[src/hiac_pkg.sv]
package hiac_pkg;

    typedef struct packed {
        logic [7:0] host_char;
        logic       last_char;
    } hiac_in_t;

    typedef struct packed {
        logic        is_ip;
        logic [31:0] address;
        logic [2:0]  part_count;
    } hiac_out_t;

    // Value of one finished part, as handed from the front to the back.
    typedef struct packed {
        logic        oct_ok;
        logic [32:0] oct_val;
        logic        plain_ok;
        logic [32:0] plain_val;
    } hiac_part_t;

    // Everything the back end needs to judge one complete hostname.
    typedef struct packed {
        hiac_part_t [3:0] parts;
        logic [2:0]       part_number;
        logic             bad;
        logic             allow_octal;
    } hiac_job_t;

    localparam logic [7:0] CHAR_SPACE = 8'h20;
    localparam logic [7:0] CHAR_DOT   = 8'h2e;
    localparam logic [7:0] CHAR_ZERO  = 8'h30;
    localparam logic [7:0] CHAR_LX    = 8'h78;
    localparam logic [7:0] CHAR_UX    = 8'h58;
    localparam int         MAX_PARTS  = 4;

    function automatic logic [4:0] hex_val(input logic [7:0] c);
        // Bit 4 set marks a hex digit; bits 3..0 hold its value.
        logic [4:0] r;
        r = 5'd0;
        if (c >= 8'h30 && c <= 8'h39) r = {1'b1, c[3:0]};
        else if ((c >= 8'h61 && c <= 8'h66) || (c >= 8'h41 && c <= 8'h46))
            r = {1'b1, c[3:0] + 4'd9};
        return r;
    endfunction

    function automatic logic [32:0] acc_step(input logic [32:0] acc,
                                             input logic [1:0]  radix_sel,
                                             input logic [3:0]  digit);
        // radix_sel: 0 octal, 1 decimal, 2 hex. Bit 32 is sticky overflow.
        logic [36:0] n;
        logic [36:0] a;
        a = {5'd0, acc[31:0]};
        unique case (radix_sel)
            2'd0:    n = (a << 3) + {33'd0, digit};
            2'd1:    n = (a << 3) + (a << 1) + {33'd0, digit};
            default: n = (a << 4) + {33'd0, digit};
        endcase
        return {acc[32] | (n[36:32] != 5'd0), n[31:0]};
    endfunction

endpackage

[src/hiac_front.sv]
module hiac_front
    import hiac_pkg::*;
#(
    parameter int SPACE_CUT_LENGTH = 15
)
(
    input  logic      clk,
    input  logic      rst_n,
    input  logic      push,
    output logic      full,
    input  hiac_in_t  in_item,
    output logic      job_valid,
    input  logic      job_ready,
    output hiac_job_t job
);
    localparam int CW = $clog2(SPACE_CUT_LENGTH + 2);

    logic [CW-1:0]   char_count_reg, char_count_next;
    logic            space_seen_reg, space_seen_next;
    logic            bad_char_reg, bad_char_next;
    logic [2:0]      part_number_reg, part_number_next;
    logic [1:0]      part_position_reg, part_position_next;
    logic            f_zero_reg, f_dec_reg, f_oct_reg, f_hex_reg, f_xseen_reg, f_hdig_reg;
    logic            f_zero_next, f_dec_next, f_oct_next, f_hex_next, f_xseen_next, f_hdig_next;
    logic            allow_octal_reg, allow_octal_next;
    logic [32:0]     oct_reg, oct_next, dec_reg, dec_next, hex_reg, hex_next;
    hiac_part_t [3:0] saved_reg, saved_next;
    logic            job_valid_reg, job_valid_next;
    hiac_job_t       job_reg, job_next;

    logic       accept;
    logic [7:0] c;
    logic [4:0] hv;
    logic       is_dec, finish, store;
    logic [2:0] pn_fin;
    hiac_part_t fin_part;

    assign full      = job_valid_reg && !job_ready;
    assign accept    = push && !full;
    assign c         = in_item.host_char;
    assign hv        = hex_val(c);
    assign is_dec    = c >= 8'h30 && c <= 8'h39;
    assign job_valid = job_valid_reg;
    assign job       = job_reg;

    always_comb
    begin
        char_count_next    = char_count_reg;
        space_seen_next    = space_seen_reg;
        bad_char_next      = bad_char_reg;
        part_number_next   = part_number_reg;
        part_position_next = part_position_reg;
        f_zero_next  = f_zero_reg;  f_dec_next   = f_dec_reg;
        f_oct_next   = f_oct_reg;   f_hex_next   = f_hex_reg;
        f_xseen_next = f_xseen_reg; f_hdig_next  = f_hdig_reg;
        allow_octal_next = allow_octal_reg;
        oct_next = oct_reg; dec_next = dec_reg; hex_next = hex_reg;
        saved_next = saved_reg;
        job_valid_next = job_valid_reg && !job_ready;
        job_next = job_reg;
        finish = 1'b0;
        fin_part = '0;
        pn_fin = part_number_reg;
        store = 1'b0;

        if (accept) begin
            if (char_count_reg <= CW'(SPACE_CUT_LENGTH))
                char_count_next = char_count_reg + 1'b1;
            if (!space_seen_reg) begin
                if (c == CHAR_SPACE) begin
                    space_seen_next = 1'b1;
                    finish = 1'b1;
                end else if (c == CHAR_DOT) begin
                    finish = 1'b1;
                end else if (hv[4] || c == CHAR_LX || c == CHAR_UX) begin
                    if (part_position_reg == 2'd0) begin
                        f_oct_next = 1'b1;
                        f_zero_next = c == CHAR_ZERO;
                        f_dec_next = is_dec;
                        f_hex_next = 1'b0; f_xseen_next = 1'b0; f_hdig_next = 1'b0;
                    end else begin
                        if (!is_dec) f_dec_next = 1'b0;
                        if (!(c >= 8'h30 && c <= 8'h37)) f_oct_next = 1'b0;
                        if (part_position_reg == 2'd1) begin
                            if (f_zero_reg && (c == CHAR_LX || c == CHAR_UX))
                                f_hex_next = 1'b1;
                        end else begin
                            if (!hv[4]) f_hex_next = 1'b0;
                            else f_hdig_next = 1'b1;
                            if (f_hex_reg && hv[4])
                                hex_next = acc_step(hex_reg, 2'd2, hv[3:0]);
                        end
                        if (f_zero_reg && !f_xseen_reg) begin
                            if (c == CHAR_LX) f_xseen_next = 1'b1;
                            else if (c == 8'h38 || c == 8'h39) allow_octal_next = 1'b0;
                        end
                    end
                    if (is_dec) begin
                        oct_next = acc_step(oct_reg, 2'd0, {1'b0, c[2:0]});
                        dec_next = acc_step(dec_reg, 2'd1, c[3:0]);
                    end
                    if (part_position_reg < 2'd2)
                        part_position_next = part_position_reg + 1'b1;
                end else begin
                    bad_char_next = 1'b1;
                end
            end
            if (in_item.last_char && !space_seen_reg)
                finish = 1'b1;

            // The part is judged with this item's character already folded in.
            if (finish) begin
                if (part_position_next != 2'd0) begin
                    fin_part.oct_ok = f_zero_next && f_oct_next && part_position_next >= 2'd2;
                    fin_part.oct_val = oct_next;
                    if (f_dec_next) begin
                        fin_part.plain_ok = 1'b1;
                        fin_part.plain_val = dec_next;
                    end else if (f_hex_next && f_hdig_next) begin
                        fin_part.plain_ok = 1'b1;
                        fin_part.plain_val = hex_next;
                    end
                    if (part_number_reg < 3'(MAX_PARTS)) begin
                        saved_next[part_number_reg[1:0]] = fin_part;
                        store = 1'b1;
                    end
                    if (part_number_reg <= 3'(MAX_PARTS))
                        pn_fin = part_number_reg + 1'b1;
                end
                part_number_next = pn_fin;
                part_position_next = 2'd0;
                f_zero_next = 1'b0; f_dec_next = 1'b0; f_oct_next = 1'b0;
                f_hex_next = 1'b0; f_xseen_next = 1'b0; f_hdig_next = 1'b0;
                oct_next = '0; dec_next = '0; hex_next = '0;
            end

            if (in_item.last_char) begin
                job_valid_next = 1'b1;
                job_next.parts = saved_next;
                job_next.part_number = pn_fin;
                job_next.bad = bad_char_next ||
                    (space_seen_next && char_count_next > CW'(SPACE_CUT_LENGTH));
                job_next.allow_octal = allow_octal_next;
                char_count_next = '0;
                space_seen_next = 1'b0;
                bad_char_next = 1'b0;
                part_number_next = '0;
                allow_octal_next = 1'b1;
                part_position_next = 2'd0;
                f_zero_next = 1'b0; f_dec_next = 1'b0; f_oct_next = 1'b0;
                f_hex_next = 1'b0; f_xseen_next = 1'b0; f_hdig_next = 1'b0;
                oct_next = '0; dec_next = '0; hex_next = '0;
            end
        end
    end

    always_ff @(posedge clk or negedge rst_n)
    begin
        if (!rst_n) begin
            char_count_reg <= '0;
            space_seen_reg <= 1'b0;
            bad_char_reg <= 1'b0;
            part_number_reg <= '0;
            part_position_reg <= '0;
            f_zero_reg <= 1'b0; f_dec_reg <= 1'b0; f_oct_reg <= 1'b0;
            f_hex_reg <= 1'b0; f_xseen_reg <= 1'b0; f_hdig_reg <= 1'b0;
            allow_octal_reg <= 1'b1;
            oct_reg <= '0; dec_reg <= '0; hex_reg <= '0;
            job_valid_reg <= 1'b0;
        end else begin
            char_count_reg <= char_count_next;
            space_seen_reg <= space_seen_next;
            bad_char_reg <= bad_char_next;
            part_number_reg <= part_number_next;
            part_position_reg <= part_position_next;
            f_zero_reg <= f_zero_next; f_dec_reg <= f_dec_next; f_oct_reg <= f_oct_next;
            f_hex_reg <= f_hex_next; f_xseen_reg <= f_xseen_next; f_hdig_reg <= f_hdig_next;
            allow_octal_reg <= allow_octal_next;
            oct_reg <= oct_next; dec_reg <= dec_next; hex_reg <= hex_next;
            job_valid_reg <= job_valid_next;
        end
    end

    always_ff @(posedge clk)
    begin
        if (store)
            saved_reg <= saved_next;
        job_reg <= job_next;
    end
endmodule

[src/hiac_back.sv]
module hiac_back
    import hiac_pkg::*;
(
    input  logic      clk,
    input  logic      rst_n,
    input  logic      job_valid,
    output logic      job_ready,
    input  hiac_job_t job,
    output logic      empty,
    input  logic      pop,
    output hiac_out_t result
);
    logic      valid_reg, valid_next;
    hiac_out_t out_reg, out_next;
    logic      take;

    assign job_ready = !valid_reg || pop;
    assign take      = job_valid && job_ready;
    assign empty     = !valid_reg;
    assign result    = out_reg;

    always_comb
    begin
        logic        ok;
        logic [31:0] addr;
        logic [32:0] v;
        logic [2:0]  n;
        ok = !job.bad && job.part_number >= 3'd1 && job.part_number <= 3'(MAX_PARTS);
        n = job.part_number;
        addr = '0;
        for (int i = 0; i < MAX_PARTS; i++) begin
            if (3'(i) < n) begin
                v = '0;
                if (job.allow_octal && job.parts[i].oct_ok) v = job.parts[i].oct_val;
                else if (job.parts[i].plain_ok) v = job.parts[i].plain_val;
                else ok = 1'b0;
                if (v[32]) ok = 1'b0;
                if (3'(i + 1) < n)
                    addr = addr | ({24'd0, v[7:0]} << (8 * (3 - i)));
                else
                    unique case (n)
                        3'd1:    addr = addr | v[31:0];
                        3'd2:    addr = addr | {8'd0, v[23:0]};
                        3'd3:    addr = addr | {16'd0, v[15:0]};
                        default: addr = addr | {24'd0, v[7:0]};
                    endcase
            end
        end
        out_next.is_ip = ok;
        out_next.address = ok ? addr : 32'd0;
        out_next.part_count = ok ? n : 3'd0;
        valid_next = take || (valid_reg && !pop);
    end

    always_ff @(posedge clk or negedge rst_n)
    begin
        if (!rst_n) valid_reg <= 1'b0;
        else valid_reg <= valid_next;
    end

    always_ff @(posedge clk)
    begin
        if (take) out_reg <= out_next;
    end
endmodule

[src/host_ip_address_canonicalizer_top.sv]
// Parses hostnames byte by byte as inet_aton-style IPv4 addresses. One byte is
// taken every cycle unless the front stalls; a byte marked last_char yields one
// result via the front's job register, then the back end's output register.
// The front end holds the per-part accumulators and a one-entry job register
// that hands finished hostnames to the judging back end, whose output register
// holds the result until popped; the front stalls only when both are occupied.
module host_ip_address_canonicalizer_top
    import hiac_pkg::*;
#(
    parameter int SPACE_CUT_LENGTH = 15
)
(
    input  logic      clk,
    input  logic      rst_n,
    input  logic      push,
    output logic      full,
    input  hiac_in_t  in_item,
    output logic      empty,
    input  logic      pop,
    output hiac_out_t result
);
    logic      job_valid, job_ready;
    hiac_job_t job;

    hiac_front #(.SPACE_CUT_LENGTH(SPACE_CUT_LENGTH)) u_front (
        .clk, .rst_n, .push, .full, .in_item,
        .job_valid, .job_ready, .job
    );

    hiac_back u_back (
        .clk, .rst_n, .job_valid, .job_ready, .job,
        .empty, .pop, .result
    );
endmodule

[config.mk]
export PLATFORM = sky130hd
export DESIGN_NAME = host_ip_address_canonicalizer_top
export DESIGN_NICKNAME = d
export VERILOG_FILES = /design/src/hiac_pkg.sv /design/src/hiac_front.sv /design/src/hiac_back.sv /design/src/host_ip_address_canonicalizer_top.sv
export SDC_FILE = /design/constraint.sdc
export NUM_CORES = 1
export LEC_CHECK = 0
export ABC_AREA = 1
export BUFFER_PORTS_ARGS = -buffer_cell sky130_fd_sc_hd__buf_4
export CAP_MARGIN = 15
export CORE_ASPECT_RATIO = 1.4
export CORE_MARGIN = 5
export CORE_UTILIZATION = 40
export DETAILED_ROUTE_END_ITERATION = 8
export GPL_ROUTABILITY_DRIVEN = 0
export PLACE_DENSITY = 0.58
export SLEW_MARGIN = 10
export SYNTH_ARGS = -nofsm -noshare
export SYNTH_HDL_FRONTEND = slang
export SYNTH_HIERARCHICAL = 1
export SYNTH_SLANG_ARGS = --single-unit
[constraint.sdc]
create_clock -name clk -period 60.9 [get_ports clk]
set_input_delay 15.225 -clock clk [delete_from_list [all_inputs] [get_ports clk]]
set_output_delay 15.225 -clock clk [all_outputs]
set_load 0.05 [all_outputs]
**Word level (Yosys, flattened, before mapping)**

Cells that the tools add are included.

- Output and inout bits: 38
- Word-level logic and storage cells: 363
- Register bits after elaboration: 705
- Bits of input ports: 13

- Bitwise gates (word level): 17
- Reductions and logical operators: 49
- Mux-type cells: 198
- Equal/unequal tests: 14
- Add/sub/neg operators: 8
- $lt $le $gt $ge: 22

Operators with widths:

| cell | count |
|---|---|
| two-way mux 33 bit | 36 |
| two-way mux 272 bit | 3 |
| two-way mux 37 bit | 20 |
| one-hot mux 32 bit (3 select lines) | 4 |
| bitwise mux 272 bit | 1 |
| two-way mux 32 bit | 8 |
| two-way mux 34 bit | 5 |
| demux 68 bit (select 2 bit) | 1 |
| OR 32 x 16 -> 32 bit | 4 |
| OR 32 x 24 -> 32 bit | 4 |
| two-way mux 1 bit | 102 |
| OR 32 bit | 3 |
| OR 32 x 8 -> 32 bit | 3 |
| two-way mux 68 bit | 1 |
| equality test 8 x 6 -> 1 bit, second input constant | 5 |
| adder 36 x 4 -> 37 bit | 1 |
| adder 37 x 4 -> 37 bit | 1 |
| adder 35 x 3 -> 36 bit | 1 |
| adder 35 x 33 -> 36 bit | 1 |
| two-way mux 5 bit | 5 |
| logical AND 1 bit | 23 |
| equality test 8 x 7 -> 1 bit, second input constant | 2 |
| greater-or-equal comparator 8 x 7 -> 1 bit, second input constant | 2 |
| <= comparator 8 x 6 -> 1 bit, second input constant | 2 |
| other kinds (34) | 70 |

**Depth between registers and ports, before layout**

Gate-level depths: netlist of run 1.

- Depth after elaboration: 32
- Depth in mapped cells: 20
- Depth with buffers taken out: 20

**Hierarchy**

Netlist of run 1, hierarchy kept.

Modules (own cells, without submodules):

| module | area an instance (sq um) | cells each | instances | sequential area each (sq um) |
|---|---|---|---|---|
| hiac_front | 29,014.1 | 2,665 | 1 | 19,464.9 |
| hiac_back | 3,194.3 | 479 | 1 | 1,106.1 |

**Worst setup path before layout of run 1**

No wires, ideal clock.

- Kind: input to register
- Start: in in_item[1] in the netlist's numbering
- End: reg u_front/saved_reg[0] in the netlist's numbering (enable)
- Data required time: 59.663 ns
- Path slack: 24.853 ns
- Arrival time: 34.810 ns
- Stages: 12
- Library setup time: 1.237 ns
- Path through: inv_1 -> ha_1 -> inv_1 -> nor2_1 -> nand4_1 -> nand3_4 -> nand2_4 -> o21ai_1 -> inv_1 -> nand2_2 -> nand2_4 -> nor3_1

- Word-level cells in the longest chain between the ends: 17

RTL lines:

| item | line | source |
|---|---|---|
| start, declared | host_ip_address_canonicalizer_top.sv:17 | `input hiac_in_t in_item,` |
| greater-or-equal comparator 8 x 7 -> 1 bit / <= comparator 8 x 7 -> 1 bit (equally long branches) | hiac_pkg.sv:42 | `else if ((c >= 8'h61 && c <= 8'h66) \|\| (c >= 8'h41 && c <= 8'h46))` |
| logical AND 1 bit | hiac_pkg.sv:42 |  |
| logical OR 1 bit | hiac_pkg.sv:42 |  |
| two-way mux 5 bit | hiac_pkg.sv:42 |  |
| two-way mux 5 bit | hiac_pkg.sv:41 | `if (c >= 8'h30 && c <= 8'h39) r = {1'b1, c[3:0]};` |
| logical OR 1 bit (2 in series) | hiac_front.sv:75 | `end else if (hv[4] \|\| c == CHAR_LX \|\| c == CHAR_UX) begin` |
| two-way mux 2 bit | hiac_front.sv:75 |  |
| two-way mux 2 bit | hiac_front.sv:73 | `end else if (c == CHAR_DOT) begin` |
| two-way mux 2 bit | hiac_front.sv:70 | `if (c == CHAR_SPACE) begin` |
| two-way mux 2 bit | hiac_front.sv:69 | `if (!space_seen_reg) begin` |
| two-way mux 2 bit | hiac_front.sv:66 | `if (accept) begin` |
| nonzero test 2 bit | hiac_front.sv:113 | `if (part_position_next != 2'd0) begin` |
| two-way mux 1 bit | hiac_front.sv:113 |  |
| two-way mux 1 bit (*) | hiac_front.sv:112 | `if (finish) begin` |
| two-way mux 1 bit (*) | hiac_front.sv:66 |  |
| AND reduction 2 bit (no line) (*) | - |  |
| end signal, assigned | hiac_front.sv:187 | `saved_reg <= saved_next;` |
| end, declared | hiac_front.sv:27 | `hiac_part_t [3:0] saved_reg, saved_next;` |

Mark *: on every way between the ends. The rest lies on a longest branch, timed or not. The select of a mux whose other input is x is not followed.
A chain may end at the register's enable or synchronous reset.

**Worst setup path after layout of run 1**

- Start: in pop
- End: out full

- Word-level cells in the longest chain between the ends: 3

RTL lines:

| item | line | source |
|---|---|---|
| start, declared | host_ip_address_canonicalizer_top.sv:19 | `input logic pop,` |
| logical OR 1 bit | hiac_back.sv:17 | `assign job_ready = !valid_reg \|\| pop;` |
| net job_ready | host_ip_address_canonicalizer_top.sv:22 | `logic job_valid, job_ready;` |
| zero test 1 bit | hiac_front.sv:38 | `assign full = job_valid_reg && !job_ready;` |
| logical AND 1 bit | hiac_front.sv:38 |  |
| end, declared | host_ip_address_canonicalizer_top.sv:16 | `output logic full,` |

The timed path passes the listed nets, and every way through them passes these cells.

==> impl_metrics.csv, run 1 <==
group,metric,value,unit
place,dpl.cell_count,3480,
sta,finalSetupViolations,0,
floorplanning,dieArea,68800,um2
global_route,antenna_found_initial,0,
sta,finalMaxSlewViolations,0,
sta,finalHoldViolCount,0,
global_route,use_met2,36.5,%
floorplanning,num_io_pins,51,
cts,clockBufferDepth,3,
cts,cts.reportedPaths.clkPinSlew,0.07,ns
global_route,gr-usage-all-layers,20.3,%
setup_path,path_common_cell,"inv_1",
hold_path,worst_hold_path.endpoint,"u_front/char_count_reg[2]",
sta,fmax,0.0321,GHz
floorplanning,rows,109,
finish,fill_cells,6036,
drt,dr.first_iter.drc_count,1826,
yosys,synth_cells,2704,
setup_path,arrival,15.89,ns
hold_path,holdPathStages,1,
hold_path,hold_class,"reg -> reg",
job,maxCapViolCount,0,
sta,rsz0062_at_grt,"no",
place,place_ws,29.78,ns
sta,tightestPinTransition,1.30,ns
setup_path,reg2regPathDepth,9,
finish,ff_latch_area,14800,um2
setup_path,critPathRequiredTime,45.68,ns
finish,syn2layout_area_growth,10.9,%
place,place_area,26500,um2
drt,vias,19100,
cts,post_cts_buffers,0,
global_route,grt_max_degree,177,
drt,viasPerCell,5.36,
drt,ant_nets,0,
cts,cts_resized,0,
floorplanning,dieHeight,308,um
pwr,p_per_area,30.9,nW/um2
setup_path,cp-start-kind,"input pin",
yosys,syn_area_per_cell,9.41,um2
sta,slew_headroom,13.6,%
cts,clkLatencyLatePin,0.58,ns
yosys,synth_fp_nets,2794,
cts,cts_tree,"done",
finish,final_util,44.7,%
floorplanning,fp.dieW,223,um
global_route,grt_pass1_vias,18800,
setup_path,crit_type,"in -> out",
setup_path,cpPeakStageDelay,0.18,ns
setup_path,timing.rr.end,"u_back/result[21]",
cts,cts_hold_buffers,0,
drt,routedWlPerCell,19.9,um
pwr,peakVddDrop,0.0200,mV
setup_path,cp-end-kind,"output pin",
sta,holdWs,0.490,ns
cts,cts_made_buffers,49,
finish,final_cells,3571,
setup_path,critPathMaxFanout,3,
finish,diodes,0,
finish,final_layout_size_suffix_gt1_share,9.02,%
global_route,gr-total-overflow,0,
global_route,grtUsageMet1,25.7,%
global_route,busiest_layer,"met2",
floorplanning,core-area,63100,um2
sta,fin_skew,0.0363,ns
floorplanning,initial_utilization,40.3,%
yosys,yosys_warnings,6,
setup_path,crit_chain,"buf_4 -> inv_1 -> nand2_1 -> inv_1 -> nand2_1 -> inv_1 -> buf_4",
finish,largest_reg_flops,181,
drt,finalWirelength,71.2,mm
sta,finalWorstSetupSlack,29.79,ns
setup_path,slowest_stage,"buf_4",
setup_path,r2r-start,"u_front/job[0]",
finish,multi_input_area,9080,um2
sta,fin_crit_sh,51.1,%
place,io_buffers,50,
setup_path,path_buf_inv,5,
hold_path,hold_start,"u_front/char_count_reg[2]",
global_route,grt_pass1_wl,111,mm
setup_path,crit_family,"buffers and inverters",
cts,clockRootBuffer,"clkbuf_16",
pwr,finalPower,0.871,mW
sta,fin_crit,31.11,ns
yosys,syn_area,25400,um2
finish,final_area,28200,um2
outcome,status,"completed",
setup_path,reg2reg_slack,57.18,ns
pwr,power.static_leakage,11.7,nW
finish,nets,2789,
drt,dr.pass1.iters,6,
drt,drc,0,
cts,cts_max_level,2,
cts,clock_sinks,513,
sta,final.setup.tns,0,ns
place,hpwl,48.0,mm
global_route,use_met3,2.12,%
setup_path,path_depth,7,
-- layout by cell type (no fill, tap or decap), types with 4 or more instances in the layout --
cell	n
nor3_1	13
a221oi_1	4
xor2_1	8
clkbuf_16	51
clkinv_2	5
inv_6	5
nor2_2	4
clkinv_4	5
nand3b_1	6
bufinv_16	6
nor2_8	4
nand4_1	16
nand3_1	118
o21ai_2	18
nor2_1	143
ha_1	75
a211oi_1	5
dfrtp_1	119
or2_2	4
inv_1	245
o21bai_2	13
nand2_1	869
o211ai_1	24
buf_4	72
a31oi_1	13
a21oi_1	96
o22ai_1	79
xnor2_1	15
o21ai_0	172
inv_2	17
edfxtp_1	393
nor2_4	6
nand3_2	4
o21ai_1	59
clkinvlp_4	10
o21bai_1	5
-- metal layers --
metal,share of wire [%],vias up
li1,-,9127
met1,40,9242
met2,51,634
met3,5.6,120
met4,3.6,0
met5,0,-
-- where the power goes --
group | switching [mW] | internal (mW) | leakage [nW]
sequential | 0.0110 | 0.408 | 5.28
combinational | 0.0948 | 0.0337 | 5.64
clock | 0.140 | 0.184 | 0.813
total | 0.246 | 0.626 | 11.7
-- worst reg2reg max path, delay by kind of cell, from the launching register on --
family                 cells  cell delay [ns]
AND/OR/NAND/NOR            5             1.38
AO/OA/AOI/OAI              1             0.81
flip-flops                 1             0.53
buffers and inverters      3             0.74
-- worst max-delay path by stage --
| stage | from | to | slack, ns |
|---|---|---|---|
| finish | pop | full | 29.79 |
| detailed placement | pop | full | 29.78 |
| global placement | pop | full | 29.73 |
| CTS | pop | full | 29.78 |
| global route | pop | full | 29.69 |
| floorplan | pop | full | 29.93 |
-- cell type report --
| type | instances | area share, % |
|---|---|---|
| Clock buffer | 57 | 4.71 |
| Inverter | 262 | 3.49 |
| Sequential cell | 513 | 52.5 |
| Timing Repair Buffer | 74 | 2.03 |
| Tap cell | 832 | 3.69 |
| Multi-Input combinational cell | 1799 | 32.2 |
| Clock inverter | 34 | 1.39 |
Note: power is estimated with default switching activity, not from simulation.
==> run 2, diff against run 1 <==
Clock period 60.9 ns to 29.4 ns, I/O delays scaled along.
==> run 2 against run 1 <==
  * Sequential share of layout area about the same
  * Final area about the same
  * Non-clock buffer count decreased by 1
  * Worst setup slack got worse by 16 ns
  * Sequential power increased by 110%
  * Die area unchanged
  * Clock skew decreased by 0.0043 ns
  * Highest routed layer unchanged
  * Clock power increased by 110%
==> impl_metrics.csv, run 2 (same netlist as run 1, synthesis figures left out) <==
group,metric,value,unit
drt,ant_nets,0,
floorplanning,dieArea,68800,um2
cts,clock_sinks,513,
global_route,gr-usage-all-layers,20.3,%
pwr,power.static_leakage,11.8,nW
drt,viasPerCell,5.39,
setup_path,cp-end-kind,"output pin",
floorplanning,num_io_pins,51,
sta,tightestPinTransition,1.34,ns
cts,clockRootBuffer,"clkbuf_16",
drt,dr.first_iter.drc_count,1830,
drt,dr.pass1.iters,7,
cts,post_cts_buffers,0,
finish,final_cells,3572,
hold_path,worst_hold_path.endpoint,"u_front/allow_octal_reg",
setup_path,slowest_stage,"buf_4",
cts,cts_made_buffers,50,
hold_path,holdPathStages,2,
finish,mostFrequentLayoutCells,"nand2_1 (869), edfxtp_1 (393), inv_1 (245), o21ai_0 (172), nor2_1 (143)",
floorplanning,rows,109,
finish,final_layout_size_suffix_gt1_share,8.80,%
finish,multi_input_area,9080,um2
finish,largest_reg_flops,181,
cts,clkLatencyLatePin,0.60,ns
place,place_ws,14.03,ns
pwr,peakVddDrop,0.0389,mV
setup_path,reg2regPathDepth,19,
setup_path,cp-start-kind,"input pin",
floorplanning,core-area,63100,um2
finish,diodes,0,
setup_path,critPathRequiredTime,22.05,ns
setup_path,timing.rr.end,"u_front/job[241]",
floorplanning,fp.dieW,223,um
cts,cts_max_level,2,
global_route,grt_pass1_vias,19100,
global_route,grt_pass1_wl,111,mm
cts,clockBufferDepth,3,
setup_path,arrival,8.02,ns
place,hpwl,48.0,mm
pwr,cell_internal_pwr,1.30,mW
drt,drc,0,
place,io_buffers,50,
setup_path,reg2reg_slack,25.87,ns
pwr,pwr-share-clk,37.1,%
global_route,gr-total-overflow,0,
finish,fill_cells,6024,
sta,rsz0062_at_grt,"no",
cts,cts_resized,0,
cts,cts_hold_buffers,0,
sta,finalMaxSlewViolations,0,
drt,vias,19200,
setup_path,crit_type,"in -> out",
setup_path,path_common_cell,"inv_1",
sta,finalSetupViolations,0,
sta,slew_headroom,10.8,%
setup_path,r2r-start,"u_front/dec_reg[1]",
finish,final_common_cell,"nand2_1",
cts,cts.reportedPaths.clkPinSlew,0.06,ns
pwr,switching_share,27.9,%
drt,routedWlPerCell,20.1,um
hold_path,hold_class,"reg -> reg",
job,maxCapViolCount,0,
sta,fin_crit_sh,52.3,%
sta,fin_skew,0.0321,ns
pwr,pwr-share-seq,48.1,%
setup_path,critPathMaxFanout,3,
global_route,antenna_found_initial,0,
floorplanning,initial_utilization,40.3,%
finish,nets,2789,
sta,finalWorstSetupSlack,14.03,ns
floorplanning,dieHeight,308,um
setup_path,crit_chain,"buf_4 -> inv_1 -> nand2_1 -> inv_1 -> nand2_1 -> inv_1 -> buf_4",
place,dpl.cell_count,3478,
drt,finalWirelength,71.9,mm
cts,cts_tree,"done",
hold_path,hold_start,"u_front/allow_octal_reg",
sta,final.setup.tns,0,ns
pwr,power_switching,0.503,mW
finish,syn2layout_area_growth,10.9,%
pwr,p_per_area,63.9,nW/um2
finish,ff_latch_area,14800,um2
setup_path,cpPeakStageDelay,0.19,ns
global_route,grt_max_degree,180,
pwr,comb_power_share,14.8,%
sta,fin_crit,15.37,ns
outcome,status,"completed",
sta,finalHoldViolCount,0,
sta,fmax,0.0651,GHz
==> run 2: area by class of cell <==
type | count | area share, %
Clock buffer | 61 | 4.84
Clock inverter | 32 | 1.22
Inverter | 262 | 3.49
Multi-Input combinational cell | 1799 | 32.2
Sequential cell | 513 | 52.5
Tap cell | 832 | 3.69
Timing Repair Buffer | 73 | 2.07
==> run 2: metrics by stage <==
step	instance area, um2	hold slack (ns)	util, %	power (mW)
2_1_floorplan	25400	0.445	-	1.07
3_3_place_gp	26500	0.460	41.9	1.14
3_5_place_dp	26500	0.480	41.9	1.15
4_1_cts	28200	0.488	44.6	1.82
5_1_grt	28200	0.525	44.7	1.88
6_report	28200	0.497	44.7	1.80
==> run 2: critical path: cells and delay by family <==
kind / cells / cell delay (ns)
buffers and inverters: 5 / 0.51
AND/OR/NAND/NOR: 2 / 0.16
==> run 2: power by group through the flow <==
stage	clock (mW)	combinational [mW]	sequential, mW
after floorplan	0	0.173	0.893
after global placement	0	0.261	0.881
after detailed placement	0	0.266	0.882
after CTS	0.682	0.267	0.868
after global routing	0.712	0.295	0.871
final	0.668	0.267	0.868
==> run 2: worst max path at each step <==
stage | cells past startpoint | end | startpoint
6_report | 7 | full | pop
5_1_grt | 7 | full | pop
4_1_cts | 7 | full | pop
3_5_place_dp | 7 | full | pop
3_3_place_gp | 7 | full | pop
2_1_floorplan | 12 | u_front/saved_reg[0] | in_item[1]
==> run 2: layer usage <==
metal	up-vias	track usage (%)	routed length [um]
met3	144	2.09	4150
met4	0	7.78	3030
met2	686	35.5	35700
li1	9120	-	-
met5	-	0	0
met1	9293	26.2	29000
==> run 3, diff against run 2 <==
Settings changed: ABC_AREA 1 to 0.
Clock period 29.4 ns to 15.7 ns, I/O delays scaled along.
==> run 3 against run 2 <==
  * Critical path depth shrank 2
  * Routed wire length grew 0.51%
  * Via count shrank 8.1%
  * Critical path type unchanged
  * Largest power group unchanged
  * Critical endpoint unchanged
  * Clock power grew 93%
  * Utilization shrank 0.32 points
==> impl_metrics.csv, run 3 <==
group,metric,value,unit
sta,slew_headroom,20.1,%
pwr,power.static_leakage,10.7,nW
pwr,p_per_area,109,nW/um2
setup_path,path_buf_inv,3,
setup_path,critPathRequiredTime,11.77,ns
floorplanning,fp.dieW,223,um
cts,cts_hold_buffers,0,
yosys,synth_cells,2164,
cts,clkLatencyLatePin,0.61,ns
sta,finalMaxSlewViolations,0,
yosys,syn_area_per_cell,11.8,um2
setup_path,cp-end-kind,"output pin",
finish,syn2layout_area_growth,10.1,%
floorplanning,num_io_pins,51,
setup_path,crit_type,"in -> out",
floorplanning,initial_utilization,40.3,%
sta,fin_crit,8.57,ns
pwr,peakVddDrop,0.0765,mV
cts,cts_made_buffers,50,
finish,final_layout_size_suffix_gt1_share,12.8,%
drt,routedWlPerCell,24.1,um
drt,vias,17700,
place,hpwl,46.9,mm
sta,finalHoldViolCount,0,
floorplanning,dieHeight,308,um
global_route,grt_pass1_wl,110,mm
setup_path,crit_family,"buffers and inverters",
setup_path,arrival,4.65,ns
finish,largest_reg_flops,181,
hold_path,hold_class,"reg -> reg",
finish,mostFrequentLayoutCells,"edfxtp_1 (393), nand2_1 (267), o21ai_0 (146), a21oi_1 (122), dfrtp_1 (119)",
sta,fmax,0.117,GHz
finish,nets,2220,
yosys,synth_fp_nets,2254,
sta,final.setup.tns,0,ns
setup_path,cp-start-kind,"input pin",
floorplanning,dieArea,68800,um2
place,io_buffers,50,
global_route,grt_max_degree,177,
global_route,gr-usage-all-layers,20.5,%
global_route,grt_pass1_vias,17600,
finish,final_util,44.3,%
sta,fin_crit_sh,54.6,%
yosys,yosys_warnings,6,
cts,clock_sinks,513,
sta,finalSetupViolations,0,
drt,finalWirelength,72.3,mm
drt,dr.first_iter.drc_count,1640,
sta,fin_skew,0.0162,ns
cts,cts_resized,0,
finish,diodes,0,
floorplanning,rows,109,
cts,clockBufferDepth,3,
drt,viasPerCell,5.89,
global_route,antenna_found_initial,0,
setup_path,cpPeakStageDelay,0.19,ns
finish,final_common_cell,"edfxtp_1",
job,maxCapViolCount,0,
drt,dr.pass1.iters,6,
yosys,syn_area,25400,um2
setup_path,crit_chain,"buf_4 -> nand2b_1 -> nand2b_1 -> inv_1 -> buf_4",
cts,cts_tree,"done",
cts,cts.reportedPaths.clkPinSlew,0.06,ns
floorplanning,core-area,63100,um2
drt,ant_nets,0,
global_route,gr-total-overflow,0,
cts,clockRootBuffer,"clkbuf_16",
drt,drc,0,
setup_path,critPathMaxFanout,4,
cts,cts_max_level,2,
cts,post_cts_buffers,0,
sta,rsz0062_at_grt,"no",
sta,tightestPinTransition,1.19,ns
outcome,status,"completed",
setup_path,slowest_stage,"nand2b_1",
==> run 3: power by group <==
| part | total [mW] | switching, mW | internal [mW] |
|---|---|---|---|
| combinational | 0.225 | 0.163 | 0.0623 |
| clock | 1.29 | 0.543 | 0.743 |
| sequential | 1.53 | 0.0218 | 1.51 |
| total | 3.04 | 0.728 | 2.32 |
==> run 3: per-stage QoR <==
| stage | power (mW) | instance area [um2] | instances | hold WS (ns) | worst slack, ns |
|---|---|---|---|---|---|
| global route | 3.15 | 28000 | 3004 | 0.514 | 7.07 |
| global placement | 1.78 | 26300 | 2910 | 0.466 | 7.10 |
| floorplan | 1.71 | 25400 | 2164 | 0.450 | 1.73 |
| CTS | 3.07 | 28000 | 3004 | 0.490 | 7.12 |
| detailed placement | 1.79 | 26300 | 2910 | 0.483 | 7.13 |
| finish | 3.04 | 28000 | 3004 | 0.483 | 7.13 |
==> run 3: worst paths after layout <==
path                               startpoint                        end  slack (ns)  cells after the start
min reg2reg                 u_front/job_valid           u_back/valid_reg        0.48                      1
max in group asynchronous               rst_n  u_front/char_count_reg[0]       11.02                      2
max reg2reg                u_front/dec_reg[2]            u_front/job[37]       11.35                     13
min                         u_front/job_valid           u_back/valid_reg        0.48                      1
max                                       pop                       full        7.13                      5
min in group asynchronous               rst_n        u_front/dec_reg[24]        3.26                      1
==> run 3: routing by layer <==
layer / global-route usage, % / vias to the layer above / share of wire [%]
met5: 0 / - / 0
met4: 9.02 / 0 / 4.8
met3: 2.55 / 137 / 5.8
met2: 35.2 / 634 / 49
met1: 26.1 / 8823 / 40
li1: - / 8085 / -
==> run 3: cell type report <==
class / count / area [um2]
multi-input cells: 1454 / 9680
fillers: 5748 / 35100
inverters: 29 / 109
flip-flops and latches: 513 / 14800
repair buffers: 82 / 632
clock inverters: 31 / 398
clock buffers: 63 / 1340
well taps: 832 / 1040
